[config.mk]
export PLATFORM = sky130hd
export DESIGN_NAME = roman_numeral_encoder_core
export DESIGN_NICKNAME = d
export VERILOG_FILES = /design/src/rtl/rne_pkg.sv /design/src/rtl/roman_numeral_encoder_core.sv /design/src/rtl/rne_ctrl.sv /design/src/rtl/rne_datapath.sv
export SDC_FILE = /design/constraint.sdc
export NUM_CORES = 1
export LEC_CHECK = 0
export ABC_AREA = 1
export BUFFER_PORTS_ARGS = -buffer_cell sky130_fd_sc_hd__buf_2
export CAP_MARGIN = 20
export CORE_MARGIN = 2
export CORE_UTILIZATION = 25
export CTS_CLUSTER_DIAMETER = 80
export DETAILED_ROUTE_END_ITERATION = 8
export PLACE_DENSITY_LB_ADDON = 0.08
export REMOVE_ABC_BUFFERS = 1
export SYNTH_ARGS = -nofsm -noshare
export SYNTH_HDL_FRONTEND = slang
export SYNTH_SLANG_ARGS = --single-unit
[constraint.sdc]
create_clock -name i_clk -period 12.1 [get_ports i_clk]
set_clock_uncertainty 0.15 [all_clocks]
set_input_delay 2.42 -clock i_clk [delete_from_list [all_inputs] [get_ports i_clk]]
set_output_delay 2.42 -clock i_clk [all_outputs]
set_load 0.03 [all_outputs]
[src/rtl/rne_pkg.sv]
// Shared types, constants and table functions for the Roman numeral encoder.
// No dependencies; used by rne_ctrl, rne_datapath and the top level.
package rne_pkg;

    localparam int VALUE_W   = 12;
    localparam int GLYPH_W   = 8;
    localparam int DIGIT_W   = 4;
    localparam int PLACE_W   = 2;
    localparam int IDX_W     = 2;
    localparam int LEN_W     = 3;
    localparam int PROD_W    = 14;
    localparam int NUM_PLACE = 4;

    localparam logic [VALUE_W-1:0] MAX_VALID = 12'd3999;

    // Place codes: units up to thousands
    localparam logic [PLACE_W-1:0] PLACE_UNITS     = 2'd0;
    localparam logic [PLACE_W-1:0] PLACE_TENS      = 2'd1;
    localparam logic [PLACE_W-1:0] PLACE_HUNDREDS  = 2'd2;
    localparam logic [PLACE_W-1:0] PLACE_THOUSANDS = 2'd3;

    // Letter role within a place: one, five, ten
    localparam logic [1:0] ROLE_ONE  = 2'd0;
    localparam logic [1:0] ROLE_FIVE = 2'd1;
    localparam logic [1:0] ROLE_TEN  = 2'd2;

    localparam logic [GLYPH_W-1:0] CH_I = 8'h49;
    localparam logic [GLYPH_W-1:0] CH_V = 8'h56;
    localparam logic [GLYPH_W-1:0] CH_X = 8'h58;
    localparam logic [GLYPH_W-1:0] CH_L = 8'h4C;
    localparam logic [GLYPH_W-1:0] CH_C = 8'h43;
    localparam logic [GLYPH_W-1:0] CH_D = 8'h44;
    localparam logic [GLYPH_W-1:0] CH_M = 8'h4D;
    localparam logic [GLYPH_W-1:0] CH_NONE = 8'h00;

    typedef enum logic [1:0] {
        ST_IDLE,
        ST_SPLIT,
        ST_EMIT
    } t_state;

    // Controller to datapath
    typedef struct packed {
        logic load;
        logic split;
        logic emit;
        logic bad;
    } t_cmd;

    // Datapath to controller
    typedef struct packed {
        logic value_bad;
        logic split_done;
        logic emit_last;
    } t_status;

    // Decimal weight of a place
    function automatic logic [PROD_W-1:0] place_weight(input logic [PLACE_W-1:0] place);
        logic [PROD_W-1:0] w;
        unique case (place)
            PLACE_UNITS:    w = 14'd1;
            PLACE_TENS:     w = 14'd10;
            PLACE_HUNDREDS: w = 14'd100;
            default:        w = 14'd1000;
        endcase
        return w;
    endfunction

    // Number of letters a digit produces in a place
    function automatic logic [LEN_W-1:0] digit_len(input logic [DIGIT_W-1:0] d,
                                                   input logic [PLACE_W-1:0] place);
        logic [LEN_W-1:0] n;
        if (place == PLACE_THOUSANDS) begin
            n = d[LEN_W-1:0];
        end else begin
            unique case (d)
                4'd1, 4'd5:       n = 3'd1;
                4'd2, 4'd4, 4'd6,
                4'd9:             n = 3'd2;
                4'd3, 4'd7:       n = 3'd3;
                4'd8:             n = 3'd4;
                default:          n = 3'd0;
            endcase
        end
        return n;
    endfunction

    // Letter role at position idx of a digit's pattern
    function automatic logic [1:0] digit_role(input logic [DIGIT_W-1:0] d,
                                              input logic [IDX_W-1:0] idx);
        logic [1:0] r;
        r = ROLE_ONE;
        priority if (d == 4'd4 && idx == 2'd1) begin
            r = ROLE_FIVE;
        end else if (d == 4'd9 && idx == 2'd1) begin
            r = ROLE_TEN;
        end else if (d >= 4'd5 && d <= 4'd8 && idx == 2'd0) begin
            r = ROLE_FIVE;
        end else begin
            r = ROLE_ONE;
        end
        return r;
    endfunction

    // ASCII letter for a digit position in a place
    function automatic logic [GLYPH_W-1:0] glyph_of(input logic [DIGIT_W-1:0] d,
                                                    input logic [PLACE_W-1:0] place,
                                                    input logic [IDX_W-1:0] idx);
        logic [1:0]         role;
        logic [GLYPH_W-1:0] g;
        role = digit_role(d, idx);
        unique case (place)
            PLACE_UNITS:    g = (role == ROLE_ONE) ? CH_I : (role == ROLE_FIVE) ? CH_V : CH_X;
            PLACE_TENS:     g = (role == ROLE_ONE) ? CH_X : (role == ROLE_FIVE) ? CH_L : CH_C;
            PLACE_HUNDREDS: g = (role == ROLE_ONE) ? CH_C : (role == ROLE_FIVE) ? CH_D : CH_M;
            default:        g = CH_M;
        endcase
        return g;
    endfunction

endpackage

[src/rtl/roman_numeral_encoder_core.sv]
// Top level of the Roman numeral encoder: controller plus datapath.
// Depends on rne_pkg, rne_ctrl and rne_datapath.
//
// A request (start high while busy is low) takes a 12-bit value and returns its
// Roman numeral as ASCII letters, one per o_strobe pulse, o_last on the final
// letter. The receiver cannot stall: each letter is on the ports for exactly one
// cycle. A value of 0 or above 3999 returns a single result with glyph 0 and
// o_invalid set in the cycle after the request, and busy stays low. A valid
// value is split into decimal digits through one shared compare-and-subtract
// digit unit, one place per cycle from thousands down to units, then emits its
// letters in order, 3888 being the longest numeral. The next request may be
// made in the cycle busy drops, while the last letter is still on the output
// register.
module roman_numeral_encoder_core
    import rne_pkg::*;
(
    input  logic               i_clk,
    input  logic               i_rst_n,
    input  logic               start,
    input  logic [VALUE_W-1:0] i_value,
    output logic               busy,
    output logic               o_strobe,
    output logic [GLYPH_W-1:0] o_glyph,
    output logic               o_last,
    output logic               o_invalid
);

    t_cmd    cmd;
    t_status status;

    rne_ctrl u_ctrl (
        .i_clk    (i_clk),
        .i_rst_n  (i_rst_n),
        .start    (start),
        .i_status (status),
        .o_cmd    (cmd),
        .busy     (busy)
    );

    rne_datapath u_datapath (
        .i_clk     (i_clk),
        .i_rst_n   (i_rst_n),
        .i_value   (i_value),
        .i_cmd     (cmd),
        .o_status  (status),
        .o_strobe  (o_strobe),
        .o_glyph   (o_glyph),
        .o_last    (o_last),
        .o_invalid (o_invalid)
    );

endmodule

[src/rtl/rne_ctrl.sv]
// Sequencing state machine for the Roman numeral encoder.
// Depends on rne_pkg for the state, command and status types.
module rne_ctrl
    import rne_pkg::*;
(
    input  logic    i_clk,
    input  logic    i_rst_n,
    input  logic    start,
    input  t_status i_status,
    output t_cmd    o_cmd,
    output logic    busy
);

    t_state r_state, n_state;

    // State register
    always_ff @(posedge i_clk) begin
        if (!i_rst_n) begin
            r_state <= ST_IDLE;
        end else begin
            r_state <= n_state;
        end
    end

    // Next state and commands
    always_comb begin
        n_state = r_state;
        o_cmd   = '0;
        unique case (r_state)
            ST_IDLE: begin
                if (start) begin
                    if (i_status.value_bad) begin
                        // out-of-range request answered at once
                        o_cmd.bad = 1'b1;
                    end else begin
                        o_cmd.load = 1'b1;
                        n_state    = ST_SPLIT;
                    end
                end
            end
            ST_SPLIT: begin
                o_cmd.split = 1'b1;
                if (i_status.split_done) begin
                    n_state = ST_EMIT;
                end
            end
            ST_EMIT: begin
                o_cmd.emit = 1'b1;
                if (i_status.emit_last) begin
                    n_state = ST_IDLE;
                end
            end
            default: n_state = ST_IDLE;
        endcase
    end

    assign busy = (r_state != ST_IDLE);

endmodule

[src/rtl/rne_datapath.sv]
// Digit extraction, letter walk and output register of the encoder.
// Depends on rne_pkg for tables, widths and the command/status types.
module rne_datapath
    import rne_pkg::*;
(
    input  logic               i_clk,
    input  logic               i_rst_n,
    input  logic [VALUE_W-1:0] i_value,
    input  t_cmd               i_cmd,
    output t_status            o_status,
    output logic               o_strobe,
    output logic [GLYPH_W-1:0] o_glyph,
    output logic               o_last,
    output logic               o_invalid
);

    logic [VALUE_W-1:0] r_rem;
    logic [PLACE_W-1:0] r_place;
    logic [IDX_W-1:0]   r_idx;
    logic [DIGIT_W-1:0] r_digit [NUM_PLACE];
    logic [NUM_PLACE-1:0] r_nz;
    logic               r_strobe;
    logic [GLYPH_W-1:0] r_glyph;
    logic               r_last;
    logic               r_invalid;

    // Digit unit: compare remainder against k * weight, k = 1..9
    logic [PROD_W-1:0]  weight;
    logic [DIGIT_W-1:0] dig;
    logic [PROD_W-1:0]  prod;
    logic [VALUE_W-1:0] rem_next;

    always_comb begin
        weight = place_weight(r_place);
        dig    = '0;
        for (int k = 1; k <= 9; k++) begin
            if ({{(PROD_W-VALUE_W){1'b0}}, r_rem} >= PROD_W'(k) * weight) begin
                dig = DIGIT_W'(k);
            end
        end
        prod     = {{(PROD_W-DIGIT_W){1'b0}}, dig} * weight;
        rem_next = VALUE_W'({{(PROD_W-VALUE_W){1'b0}}, r_rem} - prod);
    end

    // Nonzero mask including the digit being written, for the first-place search
    logic [NUM_PLACE-1:0] nz_split;
    logic [PLACE_W-1:0]   first_place;

    always_comb begin
        nz_split          = r_nz;
        nz_split[r_place] = (dig != '0);
        first_place       = PLACE_UNITS;
        for (int p = 0; p < NUM_PLACE; p++) begin
            if (nz_split[p]) begin
                first_place = PLACE_W'(p);
            end
        end
    end

    // Letter walk: current place length, lower nonzero places
    logic [LEN_W-1:0]     cur_len;
    logic                 end_of_place;
    logic [NUM_PLACE-1:0] lower_nz;
    logic [PLACE_W-1:0]   next_place;
    logic [GLYPH_W-1:0]   cur_glyph;

    always_comb begin
        cur_len      = digit_len(r_digit[r_place], r_place);
        end_of_place = ({1'b0, r_idx} == cur_len - 3'd1);
        lower_nz     = r_nz & ((NUM_PLACE'(1) << r_place) - NUM_PLACE'(1));
        next_place   = PLACE_UNITS;
        for (int p = 0; p < NUM_PLACE; p++) begin
            if (lower_nz[p]) begin
                next_place = PLACE_W'(p);
            end
        end
        cur_glyph = glyph_of(r_digit[r_place], r_place, r_idx);
    end

    assign o_status.value_bad  = (i_value == '0) || (i_value > MAX_VALID);
    assign o_status.split_done = (r_place == PLACE_UNITS);
    assign o_status.emit_last  = end_of_place && (lower_nz == '0);

    // Working registers
    always_ff @(posedge i_clk) begin
        if (i_cmd.load) begin
            r_rem   <= i_value;
            r_place <= PLACE_THOUSANDS;
            r_nz    <= '0;
        end else if (i_cmd.split) begin
            r_digit[r_place] <= dig;
            r_rem            <= rem_next;
            r_nz             <= nz_split;
            r_idx            <= '0;
            if (r_place == PLACE_UNITS) begin
                r_place <= first_place;
            end else begin
                r_place <= r_place - 2'd1;
            end
        end else if (i_cmd.emit) begin
            if (end_of_place) begin
                r_place <= next_place;
                r_idx   <= '0;
            end else begin
                r_idx <= r_idx + 2'd1;
            end
        end
    end

    // Output register: one result per strobe
    always_ff @(posedge i_clk) begin
        if (!i_rst_n) begin
            r_strobe <= 1'b0;
        end else begin
            r_strobe <= i_cmd.emit | i_cmd.bad;
        end
    end

    always_ff @(posedge i_clk) begin
        if (i_cmd.bad) begin
            r_glyph   <= CH_NONE;
            r_last    <= 1'b1;
            r_invalid <= 1'b1;
        end else if (i_cmd.emit) begin
            r_glyph   <= cur_glyph;
            r_last    <= o_status.emit_last;
            r_invalid <= 1'b0;
        end
    end

    assign o_strobe  = r_strobe;
    assign o_glyph   = r_glyph;
    assign o_last    = r_last;
    assign o_invalid = r_invalid;

endmodule
==> impl_results.md <==
* Status: finished clean
* Clock insertion delay at the later pin of the skew report at 300 ps
* Proportion of layout cells with a drive suffix above 1 at 9.693%
* Number of sinks on the clock net at 49
* Met3 usage in global routing at 1.259%
* Routed wire per std cell at 16.26 um
* Critical path's slowest cell: ha_1
* Distinct cell type count after synthesis at 55
* Measured slew at the worst slew-check pin at 736.0 ps
* Max-cap viol count at 0
* Total I/O pin count at 27
* Synth warn at 0
* Crit path time final at 7216 ps
* Diode insertion count for antenna repair at 0
* CP delay by family, top: adder cells
* Final setup fails at 0
* Weighted congestion reported at the end of routability-driven placement at 0.8315
* Maximum level of the CTS H-tree at 2
* Die outline area at ~25,000 um2
* Final count of hold timing violations at 0
* Vias in the first global route at 5,182
* Placeable core area at 23,400 um2
* Die Y-Extent at 158.1 um
* Post-Synthesis Cells at approximately 800
* Met2 track demand over resource in global routing at 25.26%
* Area added between synthesis and finish at 10.39%
* Clock tree from TritonCTS: yes
* Biggest cell delay along the critical path at approximately 670 ps
* Overall die width at 158.1 um
* Port Buffers at 24
* Resized Gates After CTS at 0
* Nets at 950
* Number of antenna violations at the first check in global routing at 0
* Fraction of registers with async set/reset at 0%
* Count of antenna-violating nets left after detailed routing at 0
* Setup Fix Bufs, Post-CTS at 0
* Detailed-route vias per instance at 4.456
* Met1 GRT Util at 22.93%
* CP bufs+invs at 5
* Setup total negative slack at 0 ps
* Number of remaining DRC errors at 0
* Maximum clock frequency at 138.6 MHz
* Synth Cell Area at 5936 um2
* FF+latch count, synth at 49
* Global route total overflow at 0
* Maximum count of clock buffers along a single path at 2
* First-pass GRT wire length at 29.46 mm
* Remaining max-slew budget at the tightest pin at 50.82%
* Type of destination of the critical path: flip-flop
* Initial drt markers at 234
* Total global-route track usage at 15.60%
* Average instance area after synthesis at 7.476 um2
* Max-slew violation total from the final report at 0
* Number of buffers created by CTS at 5
* Final Routed Wirelength at 18.44 mm
* Ys flop type: edfxtp_1
* Critical path required time at 12,000 ps
* Number of vias after detailed routing at 5,053
* Type of the worst setup path: reg -> reg
* CTS Root Cell: clkbuf_16
* Worst EP arrival at between 7000 and 8000 ps
* Rows at 56
* Number of enable-type register cells in the synthesized netlist at 30
* Clock-pin transition on the worst setup and hold timing paths at 80 ps
* Number of detailed-route iterations in the first pass at 4
* Largest fanout on the critical path at 23
* RSZ-0062 raised after global routing: false
* HP Class: reg -> reg
* Startpoint type of the worst setup path: flip-flop
* Total of hold buffers inserted after clock tree synthesis at 0
* Effective utilization at floorplan at 25.36%
* Post-synthesis sequential area ratio at a little over a fifth
* DPL Wire Length at 15.36 mm
* Final clock period utilization by the worst path at between 50% and 60%
* Largest net degree at the start of global routing at 28
* Grt peak-use layer: met2
-- cell families (layout without fill, tap and decap cells) --
kind of cell             Yosys count  after routing  synth area share (%)
AO/OA/AOI/OAI                    123            123                 12.37
adder cells (fa/ha/maj)          121            121                 28.29
AND/OR/NAND/NOR                  327            327                 24.52
XOR/XNOR                          17             17                 2.508
flip-flops                        49             49                 21.59
buffers and inverters            156            176                 10.67
other                              1              2               0.06318
-- metrics by stage --
| stage | instances | utilization, % | hold slack (ps) | cell area (um2) | worst slack [ps] |
|---|---|---|---|---|---|
| floorplan | 782 | - | 305.4 | 5853 | 5849 |
| global route | 1134 | 28.00 | 339.1 | 6553 | 4163 |
| detailed placement | 1126 | 27.27 | 295.9 | 6382 | 4846 |
| global placement | 1126 | 27.27 | 293.5 | 6382 | 4855 |
| finish | 1134 | 28.00 | 307.9 | 6553 | 4884 |
| CTS | 1134 | 28.00 | 311.1 | 6553 | 4780 |
-- synth_stat cells (all sizes together), types with 10 or more instances --
library cell | n | share of area (%)
nand2 | 189 | 13
nand4 | 14 | 1.6
inv | 141 | 9.1
a21oi | 49 | 4.6
dfxtp | 19 | 6.4
xor2 | 10 | 1.5
ha | 99 | 21
nor3 | 13 | 1.2
o21ai | 43 | 3.7
edfxtp | 30 | 15
fa | 22 | 7.4
nand3 | 32 | 3.0
nor2 | 64 | 4.3
-- placed cells by master (no fill, tap or decap), drive strengths merged, types with 2 or more instances in the layout --
cell type  Yosys  routed
o22ai          4       4
xor2          10      10
nor4           8       8
a21o           4       4
clkbuf         4       7
o211ai         3       3
o221ai         4       4
xnor2          7       7
dfxtp         19      19
buf            9      25
o21ai         43      43
nor3          13      13
fa            22      22
edfxtp        30      30
o21bai         3       3
a31oi          4       4
and3           2       2
nand2        189     189
a21oi         49      49
nand3         32      32
ha            99      99
conb           1       2
nand4         14      14
inv          141     142
clkinv         2       2
nor2          64      64
or2            3       3
o31ai          2       2
-- worst paths after layout --
kind / from / to / slack (ps) / cells past startpoint
max: u_datapath.r_place[0] / u_datapath.r_rem[10] / 4880 / 28
min: u_datapath.o_invalid / u_datapath.o_invalid / 310 / 2
max reg2reg: u_datapath.r_place[0] / u_datapath.r_rem[10] / 4880 / 28
min reg2reg: u_datapath.o_invalid / u_datapath.o_invalid / 310 / 2
-- worst reg2reg max path, delay by kind of cell, from the launching register on --
| family | cells | cell delay, ps |
|---|---|---|
| xor gates and xnor gates | 1 | 180 |
| adders and majority gates | 7 | 3190 |
| DFF | 1 | 460 |
| AOI/OAI and AO/OA | 9 | 1240 |
| buffers and inverters | 5 | 890 |
| and+or+nand+nor | 6 | 850 |
-- registers in the layout (all words and copies together), names as in the netlist, named ones only --
name,flops
u_datapath.r_digit,16
u_datapath.o_glyph,6
u_datapath.o_strobe,1
u_datapath.r_nz,4
u_datapath.r_rem,12
u_datapath.o_invalid,1
u_datapath.r_place,2
u_ctrl.r_state,2
u_datapath.r_idx,2
u_datapath.o_last,1
-- metal layers --
| metal | vias to the layer above | wire [um] | share of wire, % |
|---|---|---|---|
| met4 | 0 | 120 | 0.65 |
| met3 | 7 | 283 | 1.5 |
| met1 | 2355 | 9757 | 53 |
| li1 | 2650 | - | - |
| met5 | - | 0 | 0 |
| met2 | 41 | 8278 | 45 |
-- final cells by class --
class                      instances  area [um2]
timing repair buffer              25       127.6
sequential                        49        1281
clock inverter                     1       6.256
multi-input combinational        590        4028
clock buffer                       7       163.9
fill                            2694       16850
tap                              319       399.1
inverter                         143       546.8
Power is left out: the tool's default activity adds up to more than one toggle a clock period on the data nets, which glitch-free logic cannot reach.
